<file path="config.mk">
export PLATFORM = sky130hd
export DESIGN_NAME = fit_policy_block_allocator
export DESIGN_NICKNAME = d
export VERILOG_FILES = /design/src/rtl/fpba_pkg.sv /design/src/rtl/fpba_ram.sv /design/src/rtl/fit_policy_block_allocator.sv
export SDC_FILE = /design/constraint.sdc
export NUM_CORES = 2
export LEC_CHECK = 0
export BUFFER_PORTS_ARGS = -buffer_cell sky130_fd_sc_hd__buf_2
export CAP_MARGIN = 20
export CORE_MARGIN = 3
export CORE_UTILIZATION = 60
export DETAILED_ROUTE_END_ITERATION = 6
export PLACE_DENSITY = 0.76
export SLEW_MARGIN = 0
export SYNTH_ARGS = -nofsm -noshare
export SYNTH_HDL_FRONTEND = slang
export SYNTH_SLANG_ARGS = --single-unit
</file>
<file path="constraint.sdc">
create_clock -name clk -period 8.6 [get_ports clk]
set_clock_uncertainty 0.1 [all_clocks]
set_input_delay 0.43 -clock clk [delete_from_list [all_inputs] [get_ports clk]]
set_output_delay 0.43 -clock clk [all_outputs]
set_load 0.005 [all_outputs]
</file>
<file path="src/rtl/fpba_pkg.sv">
// Shared types and constants for the fit-policy block allocator.
// Used by fpba_ram and fit_policy_block_allocator; no dependencies.
`default_nettype none

package fpba_pkg;

  localparam int MAX_BLOCKS   = 64;
  localparam int HEADER_BYTES = 16;
  localparam int WORD_BYTES   = 8;
  localparam int ADDR_BITS    = 16;
  localparam int SIZE_BITS    = 17;

  // status codes
  localparam logic [1:0] ST_OK    = 2'd0;
  localparam logic [1:0] ST_NOFIT = 2'd1;
  localparam logic [1:0] ST_BAD   = 2'd2;

  // fit policies
  localparam logic [1:0] POL_BEST  = 2'd0;
  localparam logic [1:0] POL_WORST = 2'd1;
  localparam logic [1:0] POL_FIRST = 2'd2;
  localparam logic [1:0] POL_NEXT  = 2'd3;

  // request kinds
  localparam logic REQ_ALLOC = 1'b0;
  localparam logic REQ_FREE  = 1'b1;

  // configuration register indexes
  localparam logic REG_POLICY = 1'b0;
  localparam logic REG_REGION = 1'b1;

  typedef struct packed {
    logic                 in_use;
    logic [ADDR_BITS-1:0] dsize;
    logic [ADDR_BITS-1:0] offset;
  } entry_t;

endpackage

`default_nettype wire

</file>
<file path="src/rtl/fpba_ram.sv">
// Block table storage: one write port, one read port, registered read data.
// Depends on fpba_pkg for the entry layout.
`default_nettype none

module fpba_ram #(
  parameter int DEPTH = fpba_pkg::MAX_BLOCKS
) (
  input  wire                     clk,
  input  wire                     we,
  input  wire [$clog2(DEPTH)-1:0] waddr,
  input  fpba_pkg::entry_t        wdata,
  input  wire [$clog2(DEPTH)-1:0] raddr,
  output fpba_pkg::entry_t        rdata
);

  fpba_pkg::entry_t mem [DEPTH];

  always_ff @(posedge clk) begin
    if (we) begin
      mem[waddr] <= wdata;
    end
    rdata <= mem[raddr];
  end

endmodule

`default_nettype wire

</file>
<file path="src/rtl/fit_policy_block_allocator.sv">
// Fit-policy block allocator top level: request sequencer around the block table.
// Depends on fpba_pkg and fpba_ram.
//
// One request at a time. The table sits in a single-port-read memory, so the
// sequencer reads and evaluates one entry at a time on the search (up to one
// pass over the table), and reads and writes back each entry moved when a
// split opens a slot or a merge closes one.
// The next request is taken while the previous result still waits on the
// output. After reset and after each accepted region_bytes write the table is
// rebuilt in the S_INIT state, during which no request is taken.
`default_nettype none

module fit_policy_block_allocator #(
  parameter int MAX_BLOCKS = fpba_pkg::MAX_BLOCKS
) (
  input  wire        clk,
  input  wire        rst,
  input  wire        s_tvalid,
  output logic       s_tready,
  input  wire [39:0] s_tdata,   // req_size[16:0], req_address[32:17], zero pad
  input  wire [0:0]  s_tuser,   // req_type[0]
  output logic       m_tvalid,
  input  wire        m_tready,
  output logic [15:0] m_tdata,  // data_address[15:0]
  output logic [1:0]  m_tuser,  // status[1:0]
  input  wire        cfg_valid,
  output logic       cfg_ready,
  input  wire        cfg_index,
  input  wire [16:0] cfg_data
);

  localparam int IDXW = $clog2(MAX_BLOCKS);
  localparam int CNTW = IDXW + 1;
  localparam int AW   = fpba_pkg::ADDR_BITS;
  localparam int SW   = fpba_pkg::SIZE_BITS;
  localparam logic [CNTW-1:0] NONE = CNTW'(MAX_BLOCKS);
  localparam logic [SW-1:0]   HDR  = SW'(fpba_pkg::HEADER_BYTES);
  localparam logic [SW:0]     WRND = (SW+1)'(fpba_pkg::WORD_BYTES - 1);

  typedef enum logic [4:0] {
    S_INIT, S_IDLE, S_SCAN_RD, S_SCAN_EV, S_ALLOC, S_SH_RD, S_SH_WR,
    S_SPW1, S_SPW2, S_NXT_RD, S_NXT_EV, S_PRV_RD, S_PRV_EV, S_MERGE,
    S_RM_RD, S_RM_WR, S_RM_END, S_DONE
  } state_t;

  state_t          state;
  logic [1:0]      policy;
  logic [SW-1:0]   region;
  logic [CNTW-1:0] total;
  logic [CNTW-1:0] last;
  logic            req_t;
  logic [SW-1:0]   rsize;
  logic [AW-1:0]   raddr_q;
  logic [CNTW-1:0] p;
  logic [CNTW-1:0] cnt;
  logic            sel_found;
  logic [CNTW-1:0] sel_idx;
  logic [AW-1:0]   sel_off;
  logic [AW-1:0]   sel_size;
  logic            nf;
  logic            pf;
  logic [AW-1:0]   n_size;
  logic [AW-1:0]   p_off;
  logic [AW-1:0]   p_size;
  logic [CNTW-1:0] k;
  logic [CNTW-1:0] rm_r;
  logic            rm_second;
  logic [1:0]      res_status;
  logic [AW-1:0]   res_addr;
  logic            out_valid;
  logic [1:0]      out_status;
  logic [AW-1:0]   out_addr;

  logic             mem_we;
  logic [IDXW-1:0]  mem_waddr;
  logic [IDXW-1:0]  mem_raddr;
  fpba_pkg::entry_t mem_wdata;
  fpba_pkg::entry_t mem_rdata;

  fpba_ram #(.DEPTH(MAX_BLOCKS)) u_ram (
    .clk   (clk),
    .we    (mem_we),
    .waddr (mem_waddr),
    .wdata (mem_wdata),
    .raddr (mem_raddr),
    .rdata (mem_rdata)
  );

  // request fields
  logic [SW-1:0] in_size;
  logic [AW-1:0] in_addr;
  logic [SW:0]   in_round;
  assign in_size  = s_tdata[16:0];
  assign in_addr  = s_tdata[32:17];
  assign in_round = ({1'b0, in_size} + WRND) & ~WRND;

  // scan evaluation
  logic          e_fit;
  logic          e_better;
  logic          e_match;
  logic [CNTW-1:0] p_inc;
  logic [CNTW-1:0] p_next;
  logic [CNTW-1:0] lp1;
  logic          split;
  logic [SW-1:0] sel_data_addr;
  logic [SW-1:0] spare;

  assign e_fit   = !mem_rdata.in_use && ({1'b0, mem_rdata.dsize} >= rsize);
  assign e_match = ({1'b0, mem_rdata.offset} + HDR) == {1'b0, raddr_q};
  assign p_inc   = p + CNTW'(1);
  assign p_next  = (p_inc >= total) ? '0 : p_inc;
  assign lp1     = last + CNTW'(1);
  assign spare   = {1'b0, sel_size} - rsize;
  assign split   = (total < NONE) && (spare >= HDR);
  assign sel_data_addr = {1'b0, sel_off} + HDR;

  always_comb begin
    case (policy)
      fpba_pkg::POL_BEST:  e_better = !sel_found || (mem_rdata.dsize < sel_size);
      fpba_pkg::POL_WORST: e_better = !sel_found || (mem_rdata.dsize > sel_size);
      default:             e_better = !sel_found;
    endcase
  end

  // table port control
  always_comb begin
    mem_we    = 1'b0;
    mem_waddr = sel_idx[IDXW-1:0];
    mem_wdata = '0;
    mem_raddr = p[IDXW-1:0];
    case (state)
      S_INIT: begin
        mem_we    = 1'b1;
        mem_waddr = '0;
        mem_wdata = '{in_use: 1'b0, dsize: AW'(region - HDR), offset: '0};
      end
      S_ALLOC: begin
        mem_we    = !split;
        mem_wdata = '{in_use: 1'b1, dsize: sel_size, offset: sel_off};
      end
      S_SH_RD: mem_raddr = IDXW'(k - CNTW'(1));
      S_SH_WR: begin
        mem_we    = 1'b1;
        mem_waddr = k[IDXW-1:0];
        mem_wdata = mem_rdata;
      end
      S_SPW1: begin
        mem_we    = 1'b1;
        mem_waddr = IDXW'(sel_idx + CNTW'(1));
        mem_wdata = '{in_use: 1'b0, dsize: AW'(spare - HDR),
                      offset: AW'(sel_data_addr + rsize)};
      end
      S_SPW2: begin
        mem_we    = 1'b1;
        mem_wdata = '{in_use: 1'b1, dsize: AW'(rsize), offset: sel_off};
      end
      S_NXT_RD: mem_raddr = IDXW'(sel_idx + CNTW'(1));
      S_PRV_RD: mem_raddr = IDXW'(sel_idx - CNTW'(1));
      S_MERGE: begin
        mem_we = 1'b1;
        if (pf) begin
          mem_waddr = IDXW'(sel_idx - CNTW'(1));
          mem_wdata = '{in_use: 1'b0, offset: p_off,
                        dsize: nf ? AW'(p_size + sel_size + n_size + AW'(2) * AW'(HDR))
                                  : AW'(p_size + sel_size + AW'(HDR))};
        end else if (nf) begin
          mem_wdata = '{in_use: 1'b0, offset: sel_off,
                        dsize: AW'(sel_size + n_size + AW'(HDR))};
        end else begin
          mem_wdata = '{in_use: 1'b0, dsize: sel_size, offset: sel_off};
        end
      end
      S_RM_RD: mem_raddr = IDXW'(k + CNTW'(1));
      S_RM_WR: begin
        mem_we    = 1'b1;
        mem_waddr = k[IDXW-1:0];
        mem_wdata = mem_rdata;
      end
      default: ;
    endcase
  end

  always_ff @(posedge clk) begin
    if (rst) begin
      state      <= S_INIT;
      policy     <= fpba_pkg::POL_BEST;
      region     <= SW'(4096);
      total      <= CNTW'(1);
      last       <= NONE;
      out_valid  <= 1'b0;
      sel_found  <= 1'b0;
      rm_second  <= 1'b0;
    end else begin
      if (out_valid && m_tready) begin
        out_valid <= 1'b0;
      end
      case (state)
        S_INIT: begin
          total <= CNTW'(1);
          last  <= NONE;
          state <= S_IDLE;
        end
        S_IDLE: begin
          if (s_tvalid) begin
            req_t     <= s_tuser[0];
            rsize     <= in_round[SW-1:0];
            raddr_q   <= in_addr;
            sel_found <= 1'b0;
            res_addr  <= '0;
            p         <= '0;
            cnt       <= total;
            state     <= S_SCAN_RD;
            if (s_tuser[0] == fpba_pkg::REQ_ALLOC) begin
              if (in_size == '0) begin
                res_status <= fpba_pkg::ST_BAD;
                state      <= S_DONE;
              end else if (in_round[SW]) begin
                // rounded size beyond any block
                res_status <= fpba_pkg::ST_NOFIT;
                state      <= S_DONE;
              end else if (policy == fpba_pkg::POL_NEXT && last != NONE) begin
                p   <= (lp1 >= total) ? '0 : lp1;
                cnt <= total - CNTW'(1);
                if (total == CNTW'(1)) begin
                  res_status <= fpba_pkg::ST_NOFIT;
                  state      <= S_DONE;
                end
              end
            end
          end
        end
        S_SCAN_RD: state <= S_SCAN_EV;
        S_SCAN_EV: begin
          p   <= p_next;
          cnt <= cnt - CNTW'(1);
          state <= S_SCAN_RD;
          if (req_t == fpba_pkg::REQ_ALLOC) begin
            if (e_fit && e_better) begin
              sel_found <= 1'b1;
              sel_idx   <= p;
              sel_off   <= mem_rdata.offset;
              sel_size  <= mem_rdata.dsize;
            end
            if (e_fit && (policy == fpba_pkg::POL_FIRST || policy == fpba_pkg::POL_NEXT)) begin
              state <= S_ALLOC;
            end else if (cnt == CNTW'(1)) begin
              if (sel_found || e_fit) begin
                state <= S_ALLOC;
              end else begin
                res_status <= fpba_pkg::ST_NOFIT;
                state      <= S_DONE;
              end
            end
          end else begin
            if (e_match) begin
              sel_idx  <= p;
              sel_off  <= mem_rdata.offset;
              sel_size <= mem_rdata.dsize;
              if (mem_rdata.in_use) begin
                state <= S_NXT_RD;
              end else begin
                res_status <= fpba_pkg::ST_BAD;
                state      <= S_DONE;
              end
            end else if (cnt == CNTW'(1)) begin
              res_status <= fpba_pkg::ST_BAD;
              state      <= S_DONE;
            end
          end
        end
        S_ALLOC: begin
          if (split) begin
            k <= total;
            state <= (total > sel_idx + CNTW'(1)) ? S_SH_RD : S_SPW1;
          end else begin
            last       <= sel_idx;
            res_status <= fpba_pkg::ST_OK;
            res_addr   <= sel_data_addr[AW-1:0];
            state      <= S_DONE;
          end
        end
        S_SH_RD: state <= S_SH_WR;
        S_SH_WR: begin
          k     <= k - CNTW'(1);
          state <= (k - CNTW'(1) > sel_idx + CNTW'(1)) ? S_SH_RD : S_SPW1;
        end
        S_SPW1: state <= S_SPW2;
        S_SPW2: begin
          total      <= total + CNTW'(1);
          last       <= sel_idx;
          res_status <= fpba_pkg::ST_OK;
          res_addr   <= sel_data_addr[AW-1:0];
          state      <= S_DONE;
        end
        S_NXT_RD: begin
          if (sel_idx + CNTW'(1) < total) begin
            state <= S_NXT_EV;
          end else begin
            nf    <= 1'b0;
            state <= S_PRV_RD;
          end
        end
        S_NXT_EV: begin
          nf     <= !mem_rdata.in_use;
          n_size <= mem_rdata.dsize;
          state  <= S_PRV_RD;
        end
        S_PRV_RD: begin
          if (sel_idx != '0) begin
            state <= S_PRV_EV;
          end else begin
            pf    <= 1'b0;
            state <= S_MERGE;
          end
        end
        S_PRV_EV: begin
          pf     <= !mem_rdata.in_use;
          p_off  <= mem_rdata.offset;
          p_size <= mem_rdata.dsize;
          state  <= S_MERGE;
        end
        S_MERGE: begin
          res_status <= fpba_pkg::ST_OK;
          if (nf) begin
            rm_r      <= sel_idx + CNTW'(1);
            k         <= sel_idx + CNTW'(1);
            rm_second <= pf;
            state     <= S_RM_RD;
          end else if (pf) begin
            rm_r      <= sel_idx;
            k         <= sel_idx;
            rm_second <= 1'b0;
            state     <= S_RM_RD;
          end else begin
            state <= S_DONE;
          end
        end
        // close the gap at rm_r by moving the upper entries down
        S_RM_RD: state <= (k + CNTW'(1) < total) ? S_RM_WR : S_RM_END;
        S_RM_WR: begin
          k     <= k + CNTW'(1);
          state <= S_RM_RD;
        end
        S_RM_END: begin
          total <= total - CNTW'(1);
          if (last != NONE && last >= rm_r) begin
            last <= last - CNTW'(1);
          end
          if (rm_second) begin
            rm_second <= 1'b0;
            rm_r      <= sel_idx;
            k         <= sel_idx;
            state     <= S_RM_RD;
          end else begin
            state <= S_DONE;
          end
        end
        S_DONE: begin
          if (!out_valid || m_tready) begin
            out_valid  <= 1'b1;
            out_status <= res_status;
            out_addr   <= res_addr;
            state      <= S_IDLE;
          end
        end
        default: state <= S_IDLE;
      endcase
      if (cfg_valid) begin
        if (cfg_index == fpba_pkg::REG_POLICY) begin
          policy <= cfg_data[1:0];
        end else if ($onehot(cfg_data) && cfg_data >= SW'(4096)) begin
          region <= cfg_data;
          state  <= S_INIT;
        end
      end
    end
  end

  assign s_tready  = (state == S_IDLE);
  assign cfg_ready = 1'b1;
  assign m_tvalid  = out_valid;
  assign m_tdata   = out_addr;
  assign m_tuser   = out_status;

`ifndef SYNTHESIS
  a_total_range: assert property (@(posedge clk) disable iff (rst)
    (state != S_INIT) |-> (total >= CNTW'(1) && total <= NONE))
    else $error("block count out of range");

  a_last_valid: assert property (@(posedge clk) disable iff (rst)
    (state == S_IDLE) |-> (last == NONE || last < total))
    else $error("last allocated slot beyond table");

  a_err_no_addr: assert property (@(posedge clk) disable iff (rst)
    (m_tvalid && m_tuser != fpba_pkg::ST_OK) |-> (m_tdata == '0))
    else $error("address returned with failing status");
`endif

endmodule

`default_nettype wire

</file>
==> results.json <==
{
  "start_util_pct": 60.6,
  "htreeDepth": 4,
  "regArea_sq_um": 70400,
  "min_period_ns": 6.66,
  "violations": "design-rule violations",
  "place.gp.congestion": 0.916,
  "antenna_found_initial": 14,
  "setup_tns_ns": 0,
  "core_sq_um": 168000,
  "area_growth_pct": 11.3,
  "dp.cells": 10221,
  "fp.dieW_um": 418,
  "vias": 71193,
  "ff2ff_path_depth": 16,
  "syn-num-nets": 8523,
  "detail_route.iter0.violations": 11768,
  "hold_viol_final": 0,
  "worst_pin_slew_ns": 1.39,
  "final_cell_area_sq_um": 113000,
  "ctsRootBufferMaster": "clkbuf_16",
  "die_area_sq_um": 175000,
  "worstHoldStart": "s_tdata[1]",
  "synth_cells": 8254,
  "post-synth-top-area-fraction_pct": 67.7,
  "grt_pass1_vias": 67350,
  "synth-xor-area-share_pct": 1.44,
  "regMostFlops": "u_ram.mem",
  "total_power_uw": 24900,
  "syn_avg_cell_area_sq_um": 12.3,
  "viasPerCell": 6.64,
  "fmax_ghz": 0.150,
  "peakVddDrop_v": 0.000231,
  "drive_gt1_share_pct": 8.86,
  "clk_path_buf_depth": 3,
  "synth_seq_area_share_pct": 69.1,
  "cts-resized-gates": 0,
  "die-height_um": 418,
  "grt_overflow_total": 0,
  "internal-power_uw": 18900,
  "final_cells": 10724,
  "slew_violations": 0,
  "switchingPower_uw": 6000,
  "drtAntennaViolNets": 0,
  "yosysUniqueCellTypes": 93,
  "reg.largest.list": "u_ram.mem (2112), u_ram.rdata (33)",
  "multiInputGateArea_sq_um": 29700,
  "synthAdderAreaFrac_pct": 2.64,
  "synth_top_family_by_area": "simple AND/OR/NAND/NOR gates",
  "critPathRequiredTime_ns": 9.07,
  "rows": 150,
  "drc": 8,
  "ys.warnings.count": 0,
  "synthSimpleGateAreaFrac_pct": 16.4,
  "grt_util_all_layers_pct": 33.3,
  "clk_pin_slew_ns": 0.07,
  "powerDensity_nw_per_um2": 220,
  "routed_wl_um": 296000,
  "min_to": "rsize[3]",
  "maxCapViolations": 0,
  "synth-edff-count": 2296,
  "netSwitchingFraction_pct": 24.1,
  "worst_ep_arrival_time_ns": 7.12,
  "pin_count": 85,
  "first_pass_iters": 7,
  "nFillCells": 11273,
  "r2r-start": "sel_size[4]",
  "worstSetupPathType": "flip-flop to flip-flop",
  "p_seq_share_pct": 53.2,
  "setup_viol": 0,
  "crit_fanout": 65,
  "synthArstFlopShare_pct": 0,
  "worstSkewPairLatency_ns": 0.88,
  "synth-compound-area-share_pct": 7.13,
  "synth_seq_cells": 2369,
  "crit_path_start_kind": "flip-flop",
  "hp-class": "input pin to flip-flop",
  "rr_endpoint": "u_ram.mem[2][30]",
  "clock-sinks": 2369,
  "hpwl_um": 169000,
  "io_buffers": 76,
  "ys.flop_type": "edfxtp_1",
  "grt_pass1_wl_um": 430000,
  "cp-end-kind": "flip-flop",
  "relSlewSlack_pct": 7.26,
  "outcome": "complete, but fails checks",
  "synth.area.top_cells": "edfxtp_1 (68%), nand2_1 (8.2%), nand3_1 (4.6%)",
  "synth_top_area_cell": "edfxtp_1",
  "syn_area_sq_um": 102000,
  "synth_common_cells": "edfxtp_1 (2296), nand2_1 (2234), nand3_1 (944), clkbuf_1 (312), a31oi_1 (203)",
  "cts_made_buffers": 225,
  "post-route-period-util_pct": 77.4,
  "nNetsFinal": 8589,
  "dpl_cell_area_sq_um": 106000,
  "wl_per_cell_um": 27.6,
  "synthMuxAreaShare_pct": 0.653,
  "yosysMostFrequentCell": "edfxtp_1",
  "cts_tree": "done",
  "holdPathStages": 3,
  "power_frac_clock_pct": 38.3,
  "reg2reg_slack_ns": 1.94,
  "grt_max_degree": 138,
  "p_comb_share_pct": 8.5,
  "largest_reg_flops": 2112,
  "leakage_uw": 0.0393,
  "grt_setup_unrepaired": "false"
}
what timing repair did:
| action | CTS | global route |
|---|---|---|
| hold buffers | 75 | 0 |
| endpoints found under the setup margin | 0 | 0 |
| endpoints found under the hold margin | 52 | 0 |
| setup buffers | 0 | 0 |
metrics by stage:
stage / worst slack [ns] / util [%] / hold slack [ns]
after CTS: 2.12 / 67.5 / 0.0223
after global routing: 1.69 / 67.5 / 0.0823
after global placement: 2.05 / 62.8 / 0.305
after detailed placement: 2.17 / 62.8 / 0.305
final: 1.94 / 67.5 / 0.0892
after floorplan: 1.58 / - / 0.300
layer usage:
layer  global-route usage (%)  up-vias  wire length, um
met5                        0        -               37
met4                     17.3        6            16500
met3                     8.08      759            38600
met2                     50.3     4967           133000
met1                     45.3    34719           108000
li1                         -    30742                -
layout by cell type (no fill, tap or decap), types with 30 or more instances in the layout:
master         count
a21oi_1          103
a311o_1           30
a311oi_1         198
a31oi_1          200
a32oi_1           57
and3_1           182
buf_2             76
buf_4            190
clkbuf_1          62
clkbuf_16        226
clkinv_1          55
dfxtp_1           73
dlygate4sd3_1     75
edfxtp_1        2296
ha_1             189
inv_1            127
mux2i_1           44
nand2_1         2231
nand3_1          939
nor2_1           140
nor3_1            55
nor4_2            47
o211ai_1          36
o21ai_0          109
xnor2_1          104
xor2_1            64
cell families after synthesis:
kind of cell    count (synthesis)
simple gates                 3810
flops                        2369
compound gates                993
buf+inv                       653
fa+ha+maj                     205
xor+xnor                      168
mux                            55
other cells                     1
layout make-up:
cell class                 instances  share of cell area (%)
timing repair buffer             362                    2.62
inverter                         130                   0.430
clock buffer                     294                    5.27
antenna                           10                  0.0221
tap                             2204                    2.43
multi-input combinational       5232                    26.2
clock inverter                   123                   0.964
sequential                      2369                    62.1
worst max-delay path, stage by stage (launching register included):
cell and delay, ns:
edfxtp_1 0.49, ha_1 0.46, a2111o_1 0.42, a211oi_1 0.84, or2_2 0.33, xnor2_1 0.21, ha_1 0.31, ha_1 0.33
o221a_2 0.15, o41ai_1 0.68, o211ai_1 0.28, a21o_1 0.24, a21oi_1 0.17, xnor2_1 0.13, mux2i_1 0.15, o211ai_1 0.32
buf_4 0.66
how the worst max path moves through the flow:
stage	from	endpoint	cells after the start	slack, ns
final	sel_size[4]	u_ram.mem[2][30]	16	1.94
after global placement	sel_size[4]	u_ram.mem[36][29]	16	2.05
after global routing	sel_size[4]	u_ram.mem[1][31]	16	1.69
after detailed placement	sel_size[4]	u_ram.mem[1][31]	16	2.17
after floorplan	sel_size[4]	u_ram.mem[0][27]	15	1.58
after CTS	sel_size[4]	u_ram.mem[3][31]	16	2.12
power by group through the flow:
stage               Sequential, uW  Clock (uW)  Combinational [uW]
floorplan                    13500           0                1170
global route                 13300       10000                2260
global placement             13500           0                1970
CTS                          13200        9570                2070
detailed placement           13500           0                2040
finish                       13300        9530                2120
Power figures use the tool's default switching activity.
